## config.mk

```make
export PLATFORM = sky130hd
export DESIGN_NAME = spt_back
export DESIGN_NICKNAME = d
export VERILOG_FILES = /design/src/hdl/spt_pkg.sv /design/src/hdl/spt_back.sv
export SDC_FILE = /design/constraint.sdc
export NUM_CORES = 1
export LEC_CHECK = 0
export ABC_AREA = 0
export ABC_CLOCK_PERIOD_IN_PS = 10300
export BUFFER_PORTS_ARGS = -buffer_cell sky130_fd_sc_hd__buf_2
export CELL_PAD_IN_SITES_DETAIL_PLACEMENT = 1
export CELL_PAD_IN_SITES_GLOBAL_PLACEMENT = 1
export CORE_MARGIN = 3
export CORE_UTILIZATION = 25
export DETAILED_ROUTE_END_ITERATION = 8
export PLACE_DENSITY = 0.66
export SLEW_MARGIN = 20
export SYNTH_ARGS = -nofsm -noshare
export SYNTH_HDL_FRONTEND = slang
export SYNTH_SLANG_ARGS = --single-unit
```

## constraint.sdc

```tcl
create_clock -name clk_i -period 10.3 [get_ports clk_i]
set_input_delay 0 -clock clk_i [delete_from_list [all_inputs] [get_ports clk_i]]
set_output_delay 0 -clock clk_i [all_outputs]
set_load 0.01 [all_outputs]
```

## src/hdl/spt_pkg.sv

```systemverilog
// ----------------------------------------------------------------------------
// spt_pkg: shared types and constants of the stride prefetch table
// Item structs, entry mode codes, state machine encodings and the write
// bundle that the back end hands to the entry table.
// ----------------------------------------------------------------------------
package spt_pkg;

  localparam int unsigned DefEntries = 16;
  localparam int unsigned QueueDepth = 2;
  localparam int unsigned AddrW      = 64;

  typedef enum logic [1:0] {
    MODE_INVALID  = 2'd0,
    MODE_TRAINING = 2'd1,
    MODE_ACTIVE   = 2'd2
  } spt_mode_e;

  typedef enum logic [1:0] {
    F_IDLE,
    F_WAIT,
    F_SCAN
  } spt_fstate_e;

  typedef enum logic {
    B_IDLE,
    B_EXEC
  } spt_bstate_e;

  typedef struct packed {
    logic [AddrW-1:0] instr_addr;
    logic [AddrW-1:0] data_addr;
    logic [AddrW-1:0] timestamp;
  } spt_req_t;

  typedef struct packed {
    logic             prefetch_valid;
    logic [AddrW-1:0] prefetch_addr;
    logic             stride_hit;
    logic             entry_dropped;
  } spt_res_t;

  // Tag and last-use time share one memory word.
  typedef struct packed {
    logic [AddrW-1:0] tag;
    logic [AddrW-1:0] last_use;
  } spt_tag_use_t;

  // Last address and stride share another.
  typedef struct packed {
    logic [AddrW-1:0] last_addr;
    logic [AddrW-1:0] stride;
  } spt_addr_stride_t;

  typedef struct packed {
    logic             tu_we;
    logic             ls_we;
    logic             mode_we;
    spt_mode_e        mode;
    spt_tag_use_t     tag_use;
    spt_addr_stride_t addr_stride;
  } spt_wr_t;

endpackage

```

## src/hdl/spt_back.sv

```systemverilog
// ----------------------------------------------------------------------------
// spt_back: entry update and result
// Takes one queued job, reads the entry's last address and stride, checks the
// stride, writes the entry back and registers the result with a one-cycle strobe.
// ----------------------------------------------------------------------------
module spt_back #(
  parameter int unsigned ENTRIES = spt_pkg::DefEntries,
  localparam int unsigned IW   = (ENTRIES > 1) ? $clog2(ENTRIES) : 1,
  localparam int unsigned JobW = 1 + IW + $bits(spt_pkg::spt_req_t)
) (
  input  logic                      clk_i,
  input  logic                      rst_ni,
  input  logic                      empty_i,
  input  logic [JobW-1:0]           job_i,
  output logic                      pop_o,
  output logic                      rd_en_o,
  output logic [IW-1:0]             rd_idx_o,
  input  spt_pkg::spt_addr_stride_t addr_stride_i,
  input  spt_pkg::spt_mode_e        mode_i [ENTRIES],
  output logic [IW-1:0]             wr_idx_o,
  output spt_pkg::spt_wr_t          wr_o,
  output logic                      idle_o,
  output logic                      strobe_o,
  output spt_pkg::spt_res_t         res_o
);
  import spt_pkg::*;

  localparam int unsigned ReqW = $bits(spt_req_t);

  spt_bstate_e      state_q, state_d;
  logic [JobW-1:0]  job_q;
  spt_req_t         req;
  logic [IW-1:0]    idx;
  logic             matched;
  spt_mode_e        mode;
  logic [AddrW-1:0] expect_addr;
  logic             hit;
  logic             strobe_q, strobe_d;
  spt_res_t         res_q, res_d;
  logic [AddrW-1:0] access_total_q, access_total_d;
  logic [AddrW-1:0] hit_total_q, hit_total_d;
  logic [AddrW-1:0] drop_total_q, drop_total_d;

  assign req         = job_q[ReqW-1:0];
  assign idx         = job_q[ReqW +: IW];
  assign matched     = job_q[JobW-1];
  assign mode        = mode_i[idx];
  assign expect_addr = addr_stride_i.last_addr + addr_stride_i.stride;
  assign hit         = matched && (expect_addr == req.data_addr);

  always_comb begin
    state_d        = state_q;
    pop_o          = 1'b0;
    rd_en_o        = 1'b0;
    strobe_d       = 1'b0;
    res_d          = res_q;
    access_total_d = access_total_q;
    hit_total_d    = hit_total_q;
    drop_total_d   = drop_total_q;
    wr_o           = '0;
    wr_o.mode      = MODE_INVALID;
    wr_o.tag_use   = '{tag: req.instr_addr, last_use: req.timestamp};
    wr_o.addr_stride = '{last_addr: req.data_addr, stride: addr_stride_i.stride};

    case (state_q)
      B_IDLE: begin
        if (!empty_i) begin
          pop_o   = 1'b1;
          rd_en_o = 1'b1;
          state_d = B_EXEC;
        end
      end
      B_EXEC: begin
        wr_o.tu_we     = 1'b1;
        access_total_d = access_total_q + 1'b1;
        res_d          = '0;
        strobe_d       = 1'b1;
        if (hit) begin
          hit_total_d          = hit_total_q + 1'b1;
          wr_o.ls_we           = 1'b1;
          wr_o.mode_we         = (mode == MODE_TRAINING);
          wr_o.mode            = MODE_ACTIVE;
          res_d.prefetch_valid = 1'b1;
          res_d.stride_hit     = 1'b1;
          res_d.prefetch_addr  = req.data_addr + addr_stride_i.stride;
        end else if (matched && mode == MODE_ACTIVE) begin
          // Drop the entry; keep its last address and stride.
          drop_total_d        = drop_total_q + 1'b1;
          wr_o.mode_we        = 1'b1;
          wr_o.mode           = MODE_INVALID;
          res_d.entry_dropped = 1'b1;
        end else if (matched) begin
          wr_o.ls_we              = 1'b1;
          wr_o.addr_stride.stride = req.data_addr - addr_stride_i.last_addr;
        end else begin
          wr_o.ls_we              = 1'b1;
          wr_o.mode_we            = 1'b1;
          wr_o.mode               = MODE_TRAINING;
          wr_o.addr_stride.stride = '0;
        end
        state_d = B_IDLE;
      end
      default: begin
        state_d = B_IDLE;
      end
    endcase
  end

  assign rd_idx_o = job_i[ReqW +: IW];
  assign wr_idx_o = idx;
  assign idle_o   = (state_q == B_IDLE);
  assign strobe_o = strobe_q;
  assign res_o    = res_q;

  always_ff @(posedge clk_i or negedge rst_ni) begin
    if (!rst_ni) begin
      state_q        <= B_IDLE;
      strobe_q       <= 1'b0;
      access_total_q <= '0;
      hit_total_q    <= '0;
      drop_total_q   <= '0;
    end else begin
      state_q        <= state_d;
      strobe_q       <= strobe_d;
      access_total_q <= access_total_d;
      hit_total_q    <= hit_total_d;
      drop_total_q   <= drop_total_d;
    end
  end

  always_ff @(posedge clk_i) begin
    res_q <= res_d;
    if (pop_o) begin
      job_q <= job_i;
    end
  end

endmodule

```

==> results by stage, run 1 <==
Outcome:
- The flow ran to the end, and the final reports show no timing, DRC or antenna violations.

Synth:
- The netlist uses 91 different library cells.
- Of all cell types, the one taking the most synthesized area is sky130_fd_sc_hd__edfxtp_1.
- The most used flip-flop cell after synthesis is sky130_fd_sc_hd__edfxtp_1.
- After technology mapping, the gate count stands at 2,629.
- Sorting the synthesized cells by how often they occur yields sky130_fd_sc_hd__edfxtp_1, sky130_fd_sc_hd__a21oi_1, sky130_fd_sc_hd__buf_4.
- Sequential cells were found to cover 33.1% of the synthesized design area.
- The share of synthesized area in the top cell type comes to 32.9%.
- Ranked by total cell area, the synthesized netlist is headed by sky130_fd_sc_hd__edfxtp_1, sky130_fd_sc_hd__ha_1, sky130_fd_sc_hd__buf_4, sky130_fd_sc_hd__a21oi_1, sky130_fd_sc_hd__xnor2_1.
- In this run the cell area of the synthesized design comes to 24,000 µm².
- The synthesis warning total is 0.
- Each instance of the synthesized netlist takes up on average 9.13 µm².
- Counting every net in the synthesized netlist gives 3,181.
- The most frequently used cell type in the post-synthesis netlist is sky130_fd_sc_hd__edfxtp_1.
- Counting flops with a built-in enable in the synthesized netlist gives 263.
- The number of flip-flops and latches in the synthesized netlist is 265.
- The async set or reset register ratio after synthesis is 0.755%.

Floorplan:
- The vertical die dimension is 316 µm.
- The die covers 99,800 µm².
- During I/O placement, the number of pins put on the boundary was 700.
- The die is 316 µm wide.
- The initial cell density of the core is 25.2%.
- Row generation in the floorplan step produced 113 rows.
- The total area inside the core boundary comes to 95,200 µm².

Timing:
- The setup slack of the critical path after layout is 4170 ps.
- Setup repair after global routing left no endpoint under its margin.
- Measured against its own limit, the worst slew margin works out to 33.2%.
- The final-report hold violation count came to 0.
- The clock tree skew after final layout is 57.7 ps.
- The final critical delay including setup and external delays is 6130 ps.
- The post-route fraction of the period consumed by the critical path is 59.5%.
- Adding up every negative setup slack in the final design gives 0 ps.
- The achievable frequency is 0.163 GHz.
- Setup violations remaining at the end of the flow were counted as 0.
- The max-slew violation count is 0.
- The slew at the pin with the worst max-slew slack is 995 ps.
- The post-route worst hold slack is 52.3 ps.

Setup path:
- Across all register-to-register paths, the minimum setup slack is 5060 ps.
- The cell family with the largest share of critical-path delay is simple AND/OR/NAND/NOR gates.
- The worst register-to-register path ends at res_o[64].
- Counting stages on the worst path, the most repeated cell is sky130_fd_sc_hd__buf_4.
- The worst path arrival time is 6130 ps.
- On the worst path, the slowest cell contributes a delay of 570 ps.
- The critical path is of the register to output pin type.
- The worst register-to-register path begins at job_q[64].
- The capturing element type of the critical path is an output pin.
- The critical path's slowest cell is sky130_fd_sc_hd__edfxtp_1.
- The worst register-to-register path has a depth of 16.
- In this run the worst path has a maximum fanout of 7.
- The required time of the critical path is 10,300 ps.
- The signal on the critical path passes through ha_1 > nand4_1 > nor3_1 > o2111ai_1 > and4_1 > o211ai_1 > nand2_1 > o21ai_0 > buf_4 > a21o_1 > o41ai_1 > buf_4 > or3_1 > a31o_2 > xnor2_1 > a22o_1 > buf_2.
- Together, buffers and inverters on the worst path number 3.
- STA classifies the critical path startpoint as a register.

Cells and area:
- The area added between synthesis and finish is 27.6%.
- Once layout is complete, the cells apart from fillers number 4,602.
- Counting the fill cells in the layout gives 11,200.
- The final layout contains 3,859 nets.
- Summing all non-filler instances in the final layout gives an area of 30,600 µm².
- The share of cells above drive strength 1 is 24.9%.
- At the end of the flow the core is filled with cells to 32.2%.

Worst hold path:
- The number of stages on the worst hold path is 4.
- For hold timing, the worst endpoint is res_o[13].
- The type of the most critical hold path is primary input to register.
- The worst min-delay path startpoint is addr_stride_i[11].

Pwr:
- For this design the ratio of total power to cell area is 135 nW/µm².
- IR analysis of the VDD net gives a maximum drop of 0.000140 V.
- The final total power is 4.12 mW.
- The leakage power figure is 13.1 nW.

GRT:
- The number of antenna violations at the first check in global routing is 14.
- The global-route wire length before repair is 167,000 µm.
- The total overflow reported by the global router is 0.
- The overall global routing resource usage is 22.8%.
- The via count of the first global-routing pass came to 24,200.
- The largest net degree at the start of global routing is 66.

Clocking:
- Counting the buffers created by CTS gives 37.
- The clock latency reported for the late side of the worst-skew pair is 640 ps.
- The total clock sinks is 265.
- The clock tree buffer depth is 3.
- The clock-pin slew of the registers on the worst-case setup and hold paths is 60 ps.
- The H-tree was split into 2 levels.
- The root buffer cell chosen for the clock tree is sky130_fd_sc_hd__clkbuf_16.
- TritonCTS built the clock tree.
- In this run the post-CTS setup repair buffer count came out at 0.

Detailed routing:
- The starting DRC count in detailed routing is 1,307.
- In the final routed layout, each cell accounts on average for 25.8 µm.
- For this run, design rule violations remaining after detail routing come to 0.
- The post-detailed-route via-to-cell ratio is 5.05.
- The remaining antenna violation count is 0.
- For this run, the detailed router's first-pass iteration total came to 5.
- The routed design has 119,000 µm of wire.
- The total via count after detailed routing is 23,300.

Placed design:
- The final RePlAce weighted congestion is 0.944.
- Counting tap cells, the placed design contains a total of 4,330 instances.
- The count of buffers added on input and output ports is 699.
- The placed cell area is 27,300 µm².
- At the placement stage, the worst setup path has a slack of 4800 ps.
- Summed over all nets, the half-perimeter wirelength after detailed placement is 98,800 µm.

Run:
- The number of max-cap violations is 0.
[tightest hold or removal path, delay by kind of cell]
| kind | cells | cell delay, ps |
|---|---|---|
| xor gates and xnor gates | 1 | 120 |
| buffers and inverters | 1 | 120 |
| and+or+nand+nor | 1 | 110 |
| adders and majority gates | 1 | 220 |
[per-layer routing]
metal / up-vias / wire length, µm / global-route usage (%)
met3: 149 / 5260 / 3.45
met4: 10 / 3980 / 7.13
met2: 665 / 63500 / 43.9
met5: - / 70 / 0
li1: 11000 / - / -
met1: 11400 / 46000 / 25.5
[power by group]
group,switching (mW),total [mW],internal [mW]
registers,0.0488,1.30,1.26
logic,0.891,1.45,0.557
clock network,0.570,1.37,0.799
[worst max-delay path by stage]
stage,from,to,depth (start not counted)
after floorplan,state_q,state_q,1
after global placement,addr_stride_i[32],wr_o[0],16
after detailed placement,addr_stride_i[32],wr_o[0],17
after CTS,job_q[80],wr_o[60],16
after global routing,addr_stride_i[0],wr_o[0],19
final,job_q[80],wr_o[61],17
[placed cells by master, fill, tap and decap left out, drive strengths merged, types with 73 or more instances in the layout]
| master | count |
|---|---|
| edfxtp | 263 |
| dlygate4sd3 | 203 |
| a21o | 90 |
| a21oi | 230 |
| nand2 | 206 |
| nor2 | 154 |
| nand4 | 73 |
| buf | 720 |
| inv | 108 |
| ha | 189 |
| xor2 | 73 |
| and2 | 73 |
| o21ai | 134 |
| xnor2 | 117 |
[cell families (layout without fill, tap and decap cells)]
| kind of cell | after synthesis | in the layout | synth area share, % |
|---|---|---|---|
| compound gates | 796 | 796 | 22.2 |
| simple gates | 773 | 773 | 16.4 |
| buf+inv | 391 | 1095 | 9.77 |
| flops | 265 | 265 | 33.1 |
| fa+ha+maj | 192 | 192 | 10.1 |
| xor+xnor | 190 | 190 | 6.93 |
| mux | 22 | 22 | 1.44 |
| other cells | 0 | 4 | 0 |
[what timing repair did]
item / CTS / global route
hold buffers: 203 / 0
resized for setup: 0 / 0
endpoints found under the hold margin: 218 / 0
[layout make-up]
class                   instances  area (µm²)  area share [%]
diodes                          4        10.0          0.0327
clock buffers                  45         956            3.12
clock inverters                20         309            1.01
inverters                     107         402            1.31
multi-input cells            1973       13700            44.8
flip-flops and latches        265        7950            26.0
well taps                    1265        1580            5.17
repair buffers                923        5690            18.6
[state kept, by name, indices dropped and copies added, names as in the netlist]
register / count
strobe_o: 1
state_q: 1
res_o: 66
job_q: 197
(Power assumes the default switching activity.)
==> inputs of run 2 (changes only) <==
ABC_CLOCK_PERIOD_IN_PS = 5800   (was 10300)
PLACE_DENSITY = 0.64   (was 0.66)
clock period = 5.8 ns   (was 10.3 ns; I/O delays follow)
==> run 2 against run 1 <==
Effect of this change:
- via count rose by 0.64%
- global-route usage barely moved
- clock-buffer cell count did not move
- die area did not move
- final cell count rose by 0.24%
- register-to-register slack got worse by 4400 ps
- non-clock buffer count rose by 11
- clock skew fell by 24 ps
- total power rose by 74%
- setup slack got worse by 3900 ps
- first-iteration DRC count fell by 4.4%
- flip-flop and latch count did not move
==> results by stage, run 2 (synthesized netlist as in run 1, its figures left out) <==
Clocking:
- TritonCTS built the clock tree.
- The number of buffers created by CTS is 37 (unchanged).
- The tree is rooted in a sky130_fd_sc_hd__clkbuf_16.
- The maximum level of the CTS H-tree is 2 (unchanged).
- The clock tree buffer depth came to 3 (unchanged).
- The total clock sinks is 265 (unchanged).
- The clock-pin slew of the registers on the worst-case setup and hold paths was 60 ps (about the same).
- The clock latency reported for the late side of the worst-skew pair is 610 ps (-30 ps).
- The number of post-CTS setup repair buffers is 0 (unchanged).

Cells and area:
- The flip-flop count of the largest register after layout is 197 (unchanged).
- The library cell used most frequently in the layout, excluding fill and tap cells, is sky130_fd_sc_hd__buf_2.
- The summed area of non-filler cells in the final layout was 30,600 µm² (about the same).
- The largest register by flop count is job_q.
- The share of cells above drive strength 1 is 25.0% (+0.14 points).
- The library cells used most frequently in the layout, excluding fill and tap cells, are sky130_fd_sc_hd__buf_2, sky130_fd_sc_hd__edfxtp_1, sky130_fd_sc_hd__a21oi_1, sky130_fd_sc_hd__nand2_1, sky130_fd_sc_hd__dlygate4sd3_1.
- The net total in the final layout is 3,870 (+0.29%).
- The count of non-filler cells in the finished layout came to 4,613 (+0.24%).
- The area added between synthesis and finish was 27.6% (about the same).

Pwr:
- The switching power is 2.64 mW (+75%).
- The combinational fraction of design power was 36.1% (+1.0 points).
- The final total power is 7.16 mW (+74%).
- The clock network power share is 31.5% (-1.7 points).
- The register share of total power is 32.3% (+0.6 points).
- The power density of the placed cells is 234 nW/µm² (+74%).
- The fraction of power spent switching nets is 36.9% (+0.26 points).
- The internal power is 4.52 mW (+73%).
- The leakage power figure is 13.1 nW (+0.19%).
- The worst voltage drop across the vdd grid came to 0.000185 V (+32%).

Setup path:
- The register-to-register setup slack is 680 ps (-4380 ps).
- The biggest cell delay along the critical path is 490 ps (-80 ps).
- The capturing element type of the critical path is an output pin.
- The worst setup path is of the register to output pin kind.
- The cell count of the worst reg-to-reg path is 16 (unchanged).
- The total buffers and inverters traversed by the critical path was 2 (-1).
- The largest fanout on the critical path came to 6 (-1).
- The required time of the critical path is 5800 ps (-4500 ps).
- STA classifies the critical path startpoint as a register.
- The worst path arrival time came to 5560 ps (-570 ps).
- Traced cell by cell, the critical path runs through ha_1 > nand4_1 > nor3_1 > o2111ai_1 > and4_1 > o211ai_1 > nand2_1 > o21ai_0 > buf_4 > a21o_1 > o41ai_1 > or3_1 > a31o_2 > xnor2_1 > a22o_1 > buf_2.
- The critical path's slowest cell is sky130_fd_sc_hd__edfxtp_1.
- The total number of cells along the worst setup path is 16 (-1).
- The cell family with the largest share of critical-path delay is compound AO/OA/AOI/OAI gates.

Detailed routing:
- The post-detailed-route wirelength per cell is 25.7 µm (-0.60%).
- The remaining antenna violation count is 0 (unchanged).
- The routed wire length is 118,000 µm (-0.36%).
- The starting DRC count in detailed routing is 1,249 (-4.4%).
- The total via count after detailed routing is 23,400 (+0.64%).
- The number of search-and-repair iterations in the first detailed-routing pass came to 5 (unchanged).
- The post-detailed-route via-to-cell ratio is 5.07 (+0.40%).
- The final routed DRC violation total is 0 (unchanged).

Timing:
- The post-route fraction of the period consumed by the critical path is 95.8%.
- The final total negative setup slack is 0 ps (unchanged).
- The final critical delay including setup and external delays is 5560 ps.
- The final setup violation count was 0 (unchanged).
- The clock tree skew after final layout came to 33.6 ps (-24.1 ps).
- The achievable frequency is 0.180 GHz.
- Setup repair after global routing could not meet its margin everywhere.
- The final-report hold violation count is 0 (unchanged).
- The headroom to the max-slew limit was 28.9% (-4.3 points).
- The slew at the pin with the worst max-slew slack came to 1050 ps (+57.3 ps).
- The max-slew violation count was 0 (unchanged).

GRT:
- The overall global routing resource usage is 22.9% (+0.043 points).
- The total overflow reported by the global router came to 0 (unchanged).
- The met2 routing resource usage after global routing came to 43.6% (-0.30 points).
- The via count of the first global-routing pass is 24,400 (+0.86%).
- The global-route wire length before repair is 169,000 µm (+0.81%).
- The global routing met3 resource utilization is 3.76% (+0.31 points).
- The largest net degree at the start of global routing was 123 (+86%).
- The most heavily used metal layer in global routing is met2.
- The number of antenna violations at the first check in global routing is 17 (+3).
- The fraction of met1 tracks used by global routing was 25.6% (+0.034 points).

Floorplan:
- The initial cell density of the core is 25.2% (unchanged).
- The site row count is 113 (unchanged).
- The area of the die is 99,800 µm² (unchanged).
- The die outline width is 316 µm (unchanged).
- The number of placed I/O pins was 700 (unchanged).
- The vertical die dimension was 316 µm (unchanged).
- The placeable core region is 95,200 µm² (unchanged).

Worst hold path:
- The tightest min-delay check is of the primary input to register type.
- The number of stages on the worst hold path is 4 (unchanged).

Placed design:
- The HPWL after detailed placement is 98,200 µm (-0.65%).
- The count of port buffers added during placement is 699 (unchanged).
- The placed cell area is 27,400 µm² (+0.44%).
- The placed instance count was 4,342 (+0.28%).
- The final RePlAce weighted congestion is 0.932 (-1.3%).

Outcome:
- The run finished with clean final reports.

Run:
- The number of max-cap violations came to 0 (unchanged).
[run 2: cell types whose count changed in the layout (fill, tap and decap cells not counted), moves of 3 or more]
| cell | previous run | this run |
|---|---|---|
| sky130_fd_sc_hd__clkinv_16 | 3 | 0 |
| sky130_fd_sc_hd__clkinvlp_4 | 3 | 0 |
| sky130_fd_sc_hd__bufinv_16 | 5 | 2 |
| sky130_fd_sc_hd__clkinv_1 | 4 | 8 |
| sky130_fd_sc_hd__buf_4 | 21 | 30 |
| sky130_fd_sc_hd__buf_12 | 0 | 3 |
[run 2: area by class of cell]
class                      count  area (µm²)
timing repair buffer         934        5810
clock buffer                  45         977
fill                       11300       64500
tap                         1265        1580
inverter                     107         402
clock inverter                18         160
antenna                        6        15.0
multi-input combinational   1973       13700
sequential                   265        7950
[run 2: through the flow]
step	hold slack [ps]	util [%]	worst slack [ps]
after global routing	60.4	32.2	-134
after global placement	-214	28.8	523
final	63.5	32.2	243
after floorplan	-296	-	1410
after detailed placement	-213	28.8	550
after CTS	22.1	32.2	215
[run 2: tightest hold or removal path: cells and delay by family]
| kind | cells | cell delay, ps |
|---|---|---|
| AND/OR/NAND/NOR | 1 | 50 |
| buffers and inverters | 2 | 240 |
| adder cells (fa/ha/maj) | 1 | 180 |
[run 2: worst paths after layout]
check / end / from
max: wr_o[61] / job_q[79]
min reg2reg: res_o[2] / job_q[64]
max in group asynchronous: state_q / rst_ni
max reg2reg: res_o[64] / job_q[64]
min in group asynchronous: state_q / rst_ni
min: res_o[3] / addr_stride_i[1]
[run 2: layer usage]
layer	up-vias	wire length, µm
met3	176	5670
met4	8	3930
met1	11500	45700
li1	11000	-
met2	728	63100
met5	-	61
[run 2: repair_timing]
item                                   CTS  global route
gates resized for setup                  1             0
setup endpoints to repair                1             4
cloned                                   0             0
endpoints found under the hold margin  213             0
hold buffers                           202             0
[run 2: power groups by stage]
stage	Sequential, mW	Combinational (mW)	Clock, mW
final	2.31	2.59	2.26
after floorplan	2.34	1.57	0
after detailed placement	2.36	2.46	0
after global placement	2.35	2.45	0
after global routing	2.33	2.80	2.40
after CTS	2.32	2.58	2.34
==> inputs of run 3 (changes only) <==
RECOVER_POWER = 100   (was unset)
==> run 3 against run 2 <==
Effect of this change:
- combinational power about the same
- total power is 0.34% lower
- core utilization fell by 0.35 points
- final cell count did not move
- first-iteration DRC count is 2.8% higher
- non-clock buffer count did not move
- sequential power barely moved
- die area did not move
- clock skew is essentially flat
- fmax is 0.28% higher
- largest cell class unchanged
- largest power group unchanged
==> results by stage, run 3 (synthesized netlist as in run 1, its figures left out) <==
Outcome:
- The flow ran to the end, and the final reports show no timing, DRC or antenna violations.

Clocking:
- The clock-pin slew of the registers on the worst-case setup and hold paths is 60 ps (about the same).
- The maximum level of the CTS H-tree was 2 (unchanged).
- The clock latency reported for the late side of the worst-skew pair is 610 ps (about the same).
- TritonCTS built the clock tree.
- The clock tree buffer depth came to 3 (unchanged).
- The total clock sinks was 265 (unchanged).
- The buffer cell driving the clock tree root is sky130_fd_sc_hd__clkbuf_16.
- The number of buffers created by CTS was 37 (unchanged).
- The number of post-CTS setup repair buffers was 0 (unchanged).

Floorplan:
- The die outline width is 316 µm (unchanged).
- The vertical die dimension is 316 µm (unchanged).
- The area of the die came to 99,800 µm² (unchanged).
- The site row count is 113 (unchanged).
- The number of placed I/O pins is 700 (unchanged).
- The placeable core region was 95,200 µm² (unchanged).
- The initial cell density of the core is 25.2% (unchanged).

Cells and area:
- Leaving out fill and tap cells, the most frequent cell in the layout is sky130_fd_sc_hd__buf_2.
- In the layout the commonest cells are sky130_fd_sc_hd__buf_2, sky130_fd_sc_hd__clkbuf_1, sky130_fd_sc_hd__edfxtp_1, sky130_fd_sc_hd__a21oi_1, sky130_fd_sc_hd__nand2_1.
- The area added between synthesis and finish is 26.2%.
- The net total in the final layout is 3,870 (unchanged).
- The share of cells above drive strength 1 is 17.0% (-8.0 points).
- The flip-flop count of the largest register after layout is 197 (unchanged).
- The largest register by flop count is job_q.

Setup path:
- STA classifies the critical path endpoint as an output pin.
- The biggest cell delay along the critical path is 490 ps (about the same).
- The critical path is of the register to output pin type.
- The required time of the critical path is 5800 ps (about the same).
- The largest individual stage delay along the critical path comes from the cell sky130_fd_sc_hd__edfxtp_1.
- Walking the worst path, the cells encountered are ha_1 > nand4_1 > nor3_1 > o2111ai_1 > and4_1 > o211ai_1 > nand2_1 > o21ai_0 > buf_4 > a21o_1 > o41ai_1 > or3_1 > a31o_2 > xnor2_1 > a22o_1 > buf_2.
- The largest fanout on the critical path was 6 (unchanged).
- The total buffers and inverters traversed by the critical path is 2 (unchanged).
- The cell family with the largest share of critical-path delay is compound AO/OA/AOI/OAI gates.
- The worst setup path is launched from a register.
- The worst path arrival time is 5540 ps (-20 ps).

GRT:
- The total overflow reported by the global router is 0 (unchanged).
- The global-route wire length before repair was 169,000 µm (unchanged).
- The overall global routing resource usage is 22.9% (unchanged).
- The via count of the first global-routing pass is 24,400 (unchanged).
- The number of antenna violations at the first check in global routing is 17 (unchanged).
- The largest net degree at the start of global routing is 123 (unchanged).

Placed design:
- The count of port buffers added during placement is 699 (unchanged).
- The HPWL after detailed placement is 98,200 µm (unchanged).
- The final RePlAce weighted congestion is 0.932 (unchanged).

Timing:
- The clock tree skew after final layout is 33.1 ps (-0.482 ps).
- The post-route worst hold slack is 61.9 ps (-1.61 ps).
- Setup repair after global routing could not meet its margin everywhere.
- The max-slew violation count is 0 (unchanged).
- The final critical delay including setup and external delays is 5540 ps (-15.3 ps).
- The slew at the pin with the worst max-slew slack is 1040 ps (-15.3 ps).
- The achievable frequency is 0.180 GHz (+0.28%).
- The final setup violation count is 0 (unchanged).
- The final-report hold violation count is 0 (unchanged).
- The headroom to the max-slew limit is 29.9% (+1.0 points).
- The post-route fraction of the period consumed by the critical path is 95.6% (-0.26 points).

Worst hold path:
- In this run the worst hold path is classified as primary input to register.

Pwr:
- The final total power came to 7.13 mW (-0.34%).
- The leakage power figure is 12.4 nW (-5.7%).
- The worst voltage drop across the vdd grid is 0.000185 V (-0.17%).
- The power density of the placed cells was 235 nW/µm² (+0.77%).

Detailed routing:
- The number of search-and-repair iterations in the first detailed-routing pass is 5 (unchanged).
- The routed wire length was 119,000 µm (+0.15%).
- The post-detailed-route via-to-cell ratio was 5.08 (about the same).
- The final routed DRC violation total is 0 (unchanged).
- The starting DRC count in detailed routing is 1,284 (+2.8%).
- The remaining antenna violation count is 0 (unchanged).
- The post-detailed-route wirelength per cell is 25.7 µm (+0.15%).
- The total via count after detailed routing is 23,400 (+0.090%).

Run:
- The number of max-cap violations is 0 (unchanged).
-- run 3: path summary, 6_finish.rpt --
| check | startpoint | to | slack (ps) | cells past startpoint |
|---|---|---|---|---|
| worst max-delay path | job_q[81] | wr_o[61] | 260 | 16 |
| worst min-delay path | addr_stride_i[1] | res_o[3] | 60 | 4 |
| worst max register to register | job_q[64] | res_o[64] | 650 | 16 |
| worst min register to register | job_q[64] | res_o[2] | 750 | 2 |
| max in group asynchronous | rst_ni | state_q | 5390 | 3 |
| min in group asynchronous | rst_ni | state_q | 270 | 3 |
-- run 3: worst reg2reg max path, cell delays in order, from the launching register on --
cell,delay (ps)
sky130_fd_sc_hd__edfxtp_1,440
sky130_fd_sc_hd__ha_1,240
sky130_fd_sc_hd__inv_1,70
sky130_fd_sc_hd__fa_1,180
sky130_fd_sc_hd__nand2b_1,170
sky130_fd_sc_hd__a21oi_1,140
sky130_fd_sc_hd__o31ai_1,490
sky130_fd_sc_hd__a21oi_1,330
sky130_fd_sc_hd__o211ai_1,550
sky130_fd_sc_hd__a211o_1,260
sky130_fd_sc_hd__a21oi_1,170
sky130_fd_sc_hd__o2111ai_1,310
sky130_fd_sc_hd__a31oi_1,190
sky130_fd_sc_hd__o41ai_1,680
sky130_fd_sc_hd__mux2i_1,200
sky130_fd_sc_hd__or3_1,330
sky130_fd_sc_hd__and3_1,160
-- run 3: what timing repair did --
item                       in CTS  in global routing
hold buffers                  202                  0
setup endpoints to repair       1                  4
hold endpoints to repair      213                  0
resized for setup               1                  0
pin swaps                       0                  0
-- run 3: layout make-up --
class                           instances  area [µm²]
Multi-Input combinational cell       1973       13700
Tap cell                             1265        1580
Fill cell                           11400       64900
Timing Repair Buffer                  934        5470
Clock buffer                           45         977
Sequential cell                       265        7950
Inverter                              107         402
Clock inverter                         18         160
Antenna cell                            6        15.0
-- run 3: power breakdown --
group | internal (mW) | total [mW] | switching, mW
registers | 2.23 | 2.32 | 0.0880
logic | 0.973 | 2.56 | 1.59
clock network | 1.29 | 2.26 | 0.967
-- run 3: through the flow --
step	instance area (µm²)	TNS, ps	instances	worst slack [ps]	utilization [%]
after floorplan	24000	0	2629	1410	-
after global placement	27400	0	4342	523	28.8
after detailed placement	27400	0	4342	550	28.8
after CTS	30600	0	4607	215	32.2
after global routing	30300	-393	4611	-134	31.8
final	30300	0	4613	258	31.8
-- run 3: routing by layer --
metal  track usage [%]  part of all wire (%)  vias up
met2              43.6                    53      702
met3              3.76                   4.7      179
li1                  -                     -    11000
met4              7.50                   3.4        8
met5                 0                 0.046        -
met1              25.6                    39    11500
